[src/design/gaussian_blur_9x9_zero_pad_assert.svh]
// Assertion macros for the blur design; gbz_back includes them.
`ifndef GAUSSIAN_BLUR_9X9_ZERO_PAD_ASSERT_SVH
`define GAUSSIAN_BLUR_9X9_ZERO_PAD_ASSERT_SVH
`ifndef SYNTH
// check a property on every rising clock edge outside reset
`define GBZ_ASSERT_RST(label, clk, rst, prop) \
  label: assert property (@(posedge clk) disable iff (rst) prop) \
    else $error("gbz: assertion failed");
// check a property on every rising clock edge, reset included
`define GBZ_ASSERT_ALWAYS(label, clk, prop) \
  label: assert property (@(posedge clk) prop) \
    else $error("gbz: assertion failed");
`else
`define GBZ_ASSERT_RST(label, clk, rst, prop)
`define GBZ_ASSERT_ALWAYS(label, clk, prop)
`endif
`endif

[src/design/gbz_pkg.sv]
// Types, constants and weight table of the 9x9 Gaussian blur.
package gbz_pkg;

  localparam int PIX_W          = 16;
  localparam int KSIZE          = 9;
  localparam int HALF           = 4;
  localparam int SLOTS          = 8;
  localparam int IMG_W_BITS     = 11;
  localparam int IMG_H_BITS     = 13;
  localparam int CFG_DATA_W     = 13;
  localparam int MAX_HEIGHT     = 4096;
  localparam int DEF_MAX_WIDTH  = 1024;
  localparam int DEF_PIXEL_BITS = 16;
  localparam int Q_DEPTH        = 4;
  localparam int COEF_W         = 11;
  localparam int PSUM_W         = PIX_W + 2;
  localparam int PROD_W         = PSUM_W + COEF_W;
  localparam int ROW_W          = PROD_W + 3;
  localparam int ACC_W          = ROW_W + 3;
  localparam int RND_BITS       = 16;
  localparam logic [10:0] IMG_W_RESET = 11'd640;
  localparam logic [12:0] IMG_H_RESET = 13'd480;

  // register indexes of the configuration port
  typedef enum logic [0:0] {
    CFG_IMAGE_WIDTH  = 1'b0,
    CFG_IMAGE_HEIGHT = 1'b1
  } cfg_index_t;

  // one quadrant of the symmetric kernel, Q0.16
  localparam logic [COEF_W-1:0] QUARTER_W [5][5] = '{
    '{11'd149, 11'd261,  11'd390,  11'd495,  11'd536},
    '{11'd261, 11'd457,  11'd682,  11'd867,  11'd939},
    '{11'd390, 11'd682,  11'd1017, 11'd1293, 11'd1401},
    '{11'd495, 11'd867,  11'd1293, 11'd1644, 11'd1781},
    '{11'd536, 11'd939,  11'd1401, 11'd1781, 11'd1929}
  };

  // one classified input column handed from front to back
  typedef struct packed {
    logic [KSIZE-1:0][PIX_W-1:0] col;      // index 8 is the newest row
    logic                        clear;    // first column of a row
    logic                        last_col; // last column: four zero shifts follow
    logic [HALF:0]               emit;     // result released at step s
    logic                        lof;      // step four is the frame's last pixel
  } col_entry_t;

endpackage

[src/design/gbz_queue.sv]
// Short queue of classified columns between front and back.
module gbz_queue #(
  parameter int DEPTH = gbz_pkg::Q_DEPTH
) (
  input  logic                clk,
  input  logic                rst,
  input  logic                push_valid,
  output logic                push_ready,
  input  gbz_pkg::col_entry_t push_entry,
  output logic                head_valid,
  input  logic                pop,
  output gbz_pkg::col_entry_t head
);
  import gbz_pkg::*;

  localparam int PW = (DEPTH > 1) ? $clog2(DEPTH) : 1;
  localparam int NW = $clog2(DEPTH + 1);

  col_entry_t     slots [DEPTH];
  logic [PW-1:0]  wr_ptr;
  logic [PW-1:0]  rd_ptr;
  logic [NW-1:0]  count;
  logic           do_push;
  logic           do_pop;

  assign push_ready = (count != NW'(DEPTH));
  assign head_valid = (count != '0);
  assign do_push    = push_valid && push_ready;
  assign do_pop     = pop && head_valid;
  assign head       = slots[rd_ptr];

  always_ff @(posedge clk) begin
    if (do_push) begin
      slots[wr_ptr] <= push_entry;
    end
  end

  // pointers wrap at the depth
  always_ff @(posedge clk) begin
    if (rst) begin
      wr_ptr <= '0;
      rd_ptr <= '0;
      count  <= '0;
    end else begin
      if (do_push) begin
        wr_ptr <= (wr_ptr == PW'(DEPTH - 1)) ? '0 : wr_ptr + PW'(1);
      end
      if (do_pop) begin
        rd_ptr <= (rd_ptr == PW'(DEPTH - 1)) ? '0 : rd_ptr + PW'(1);
      end
      count <= count + NW'(do_push) - NW'(do_pop);
    end
  end

endmodule

[config.mk]
export PLATFORM = sky130hd
export DESIGN_NAME = gbz_queue
export DESIGN_NICKNAME = d
export VERILOG_FILES = /design/src/design/gaussian_blur_9x9_zero_pad_assert.svh /design/src/design/gbz_pkg.sv /design/src/design/gbz_queue.sv
export SDC_FILE = /design/constraint.sdc
export NUM_CORES = 1
export LEC_CHECK = 0
export ABC_AREA = 1
export BUFFER_PORTS_ARGS = -buffer_cell sky130_fd_sc_hd__buf_4
export CAP_MARGIN = 15
export CORE_ASPECT_RATIO = 0.6
export CORE_UTILIZATION = 50
export DETAILED_ROUTE_END_ITERATION = 12
export GPL_ROUTABILITY_DRIVEN = 0
export PLACE_DENSITY = 0.84
export SYNTH_ARGS = -nofsm -noshare
export SYNTH_HDL_FRONTEND = slang
export SYNTH_SLANG_ARGS = --single-unit
export TNS_END_PERCENT = 5
[constraint.sdc]
create_clock -name clk -period 7.8 [get_ports clk]
set_clock_uncertainty 0.05 [all_clocks]
set_input_delay 0.78 -clock clk [delete_from_list [all_inputs] [get_ports clk]]
set_output_delay 0.78 -clock clk [all_outputs]
set_load 0.05 [all_outputs]
==> flow_summary.rst <==
.. list-table::
   :header-rows: 1

   * - Metric
     - Value
   * - Run status
     - finished, final reports clean
   * - Core outline area
     - 46700 um^2
   * - Detailed Route WL
     - 52000 um
   * - Critical-path cell with the highest stage delay
     - buf_4
   * - Summed instance area of the synthesized netlist
     - 23900 um^2
   * - Commonest cells after routing, fill and taps aside
     - edfxtp_1 (608), buf_4 (323), nor2_1 (252)
   * - Count of synthesis-stage warnings from yosys
     - 0
   * - Max-Cap Viols
     - 0
   * - Kind of end point of the critical path
     - output pin
   * - Detailed Routing Iterations Pass 1
     - 5
   * - Rel. slew slack
     - 0.245
   * - Clock Path Buffers
     - 3
   * - CTS root buf
     - clkbuf_16
   * - DR WL/cell
     - 21.0 um
   * - Global-route wire length before repair
     - 78400 um
   * - Clock sinks
     - 617
   * - Placed Cells incl. Taps
     - 2393
   * - Family of cells with the greatest summed delay on the critical path
     - buffers and inverters
   * - Number of resized instances in the post-cts repair step
     - 0
   * - Initial Util
     - 0.511
   * - Avg Vias per Cell
     - 5.62
   * - Overall die area
     - 48700 um^2
   * - Aggregate global routing overflow
     - 0
   * - Count of state elements after synthesis
     - 617
   * - Library cells used by synthesis
     - 23
   * - Fmax
     - 220 MHz
   * - Post-detailed-route DRC marker count
     - 0
   * - Row count
     - 61
   * - Worst vdd ir
     - 0.272 mV
   * - Count of buffers added by post-CTS timing repair for setup
     - 0
   * - Number of top-level design ports
     - 310
   * - Count of nets after finishing
     - 1983
   * - Antenna violations before repair
     - 1
   * - Mean instance size in the synthesized netlist
     - 15.5 um^2
   * - Height of the die
     - 171 um
   * - Post-DRT Antenna Nets
     - 0
   * - Req. time, crit path
     - 6.97 ns
   * - Biggest cell delay along the critical path
     - 0.80 ns
   * - Final HPWL DP
     - 29300 um
   * - Ordered cell list for the critical path
     - inv_8, buf_4, o21ai_0, o22ai_1, buf_4
   * - GRT Util Overall
     - 0.208
   * - Class of the most critical setup path
     - flip-flop to output pin
   * - Hold buffer count at CTS
     - 0
   * - Type of the worst min-delay path
     - input pin to flip-flop
   * - Sequential area share after synthesis
     - 0.772
   * - Later-pin clock latency in the skew report
     - 0.56 ns
   * - Clock buffer count from CTS
     - 54
   * - Total of buffers placed on input and output ports
     - 309
   * - Non-filler instance count after layout
     - 2480
   * - Share of the clock period used by the worst path after layout
     - 0.584
   * - Count of endpoints failing setup in the final report
     - 0
   * - RSZ-0062 raised after global routing
     - no
   * - Largest fanout on the critical path
     - 162
   * - Total Power Consumption
     - 10.9 mW
   * - Pleak
     - 9.66 nW
   * - Most common library cell in the layout ignoring fill and taps
     - edfxtp_1
   * - Net count after synthesis
     - 1702
   * - Arrival time worst endpoint
     - 3.73 ns
   * - Worst Tran Pin Value
     - 1.13 ns
   * - Fraction of final layout cells with drive strength greater than 1
     - 0.281
   * - Vias in the first global route
     - 14000
   * - Worst Setup Start Kind
     - flip-flop
   * - Pin count of the biggest net entering global routing
     - 163
   * - Total number of vias
     - 13900
   * - Power density over cell area
     - 389 nW/um^2
   * - Minimum period implied by the final worst setup slack
     - 4.56 ns
   * - Synth-to-layout area growth
     - 17.7%
   * - Horiz. Die Dim
     - 284 um
   * - Final Hold Violating Endpoints
     - 0
   * - CP dominant cell by count
     - buf_4
   * - Mapped Cells
     - 1538
   * - DRT iter0 DRCs
     - 1288
   * - Clock-pin slew on the worst setup and hold paths
     - 0.06 ns
   * - Buf+Inv Stages, Crit Path
     - 3
   * - Max-slew violation total from the final report
     - 0
   * - CTS tree
     - built
   * - H-Tree Level Count
     - 2
-- cells by family after synthesis --
logic type                 count (synthesis)  share of synthesized area
buffers and inverters                    118                     0.0315
AOI/OAI and AO/OA                        463                      0.121
DFF                                      617                      0.772
adders and majority gates                  8                    0.00450
and+or+nand+nor                          332                     0.0712
-- area by class of cell --
type / count / area, um^2
multi-input cells: 803 / 4730
repair buffers: 325 / 2460
diodes: 1 / 2.50
clock buffers: 66 / 1420
fillers: 3386 / 18600
clock inverters: 20 / 200
flip-flops and latches: 617 / 18400
inverters: 18 / 77.6
well taps: 630 / 788
-- synthesized netlist by cell type --
master,instances,share of area
a21boi_0,2,0.00063
a21oi_1,4,0.00084
buf_12,8,0.0067
buf_2,21,0.0044
buf_4,9,0.0028
buf_6,12,0.0057
buf_8,2,0.0013
clkbuf_1,48,0.0075
clkinv_2,1,0.00021
dfxtp_1,9,0.0075
edfxtp_1,608,0.76
fa_1,1,0.00084
ha_1,7,0.0037
inv_1,16,0.0025
inv_6,1,0.00037
nand2_1,12,0.0019
nand3_1,4,0.00084
nor2_1,256,0.040
nor2_4,60,0.028
o21ai_0,243,0.051
o21ai_1,62,0.013
o22ai_1,92,0.024
o22ai_2,60,0.031
-- report_power, final --
part / switching [mW] / leakage, nW / total, mW / internal [mW]
Combinational: 3.06 / 3.23 / 4.19 / 1.13
Sequential: 0.184 / 5.64 / 4.24 / 4.05
Clock: 1.11 / 0.789 / 2.52 / 1.41
Total: 4.35 / 9.66 / 10.9 / 6.59
-- stage by stage --
step / TNS, ns / util / setup WS, ns / hold WS (ns) / cell area (um^2)
CTS: 0 / 0.602 / 3.21 / 0.297 / 28100
detailed placement: 0 / 0.567 / 3.85 / 0.474 / 26500
floorplan: -226.53 / - / -0.373 / 0.433 / 23900
global placement: 0 / 0.567 / 4.00 / 0.459 / 26500
global route: 0 / 0.602 / 3.02 / 0.308 / 28100
finish: 0 / 0.602 / 3.24 / 0.336 / 28100
-- sequential cells by signal, indices dropped and copies added, names as in the netlist, named ones only --
| signal | cells |
|---|---|
| count | 3 |
| rd_ptr | 2 |
| slots | 608 |
| wr_ptr | 2 |
-- routing by layer --
layer	wire length (um)	vias to the layer above	share of wire	global-route usage
li1	-	6377	-	-
met1	21600	7028	0.41	0.275
met2	26100	440	0.50	0.351
met3	3260	90	0.063	0.0399
met4	1170	0	0.023	0.0603
met5	0	-	0	0
-- worst paths after layout --
kind         cells past startpoint  slack, ns                endpoint              startpoint
min                              2       0.34     count[1]$_SDFF_PP0_                     rst
min reg2reg                      2       0.49               flip-flop  rd_ptr[1]$_SDFFE_PP0N_
max                              5       3.24                head[18]               flip-flop
max reg2reg                      5       4.69  slots[2][97]$_DFFE_PP_     count[1]$_SDFF_PP0_
(Power assumes the default switching activity.)
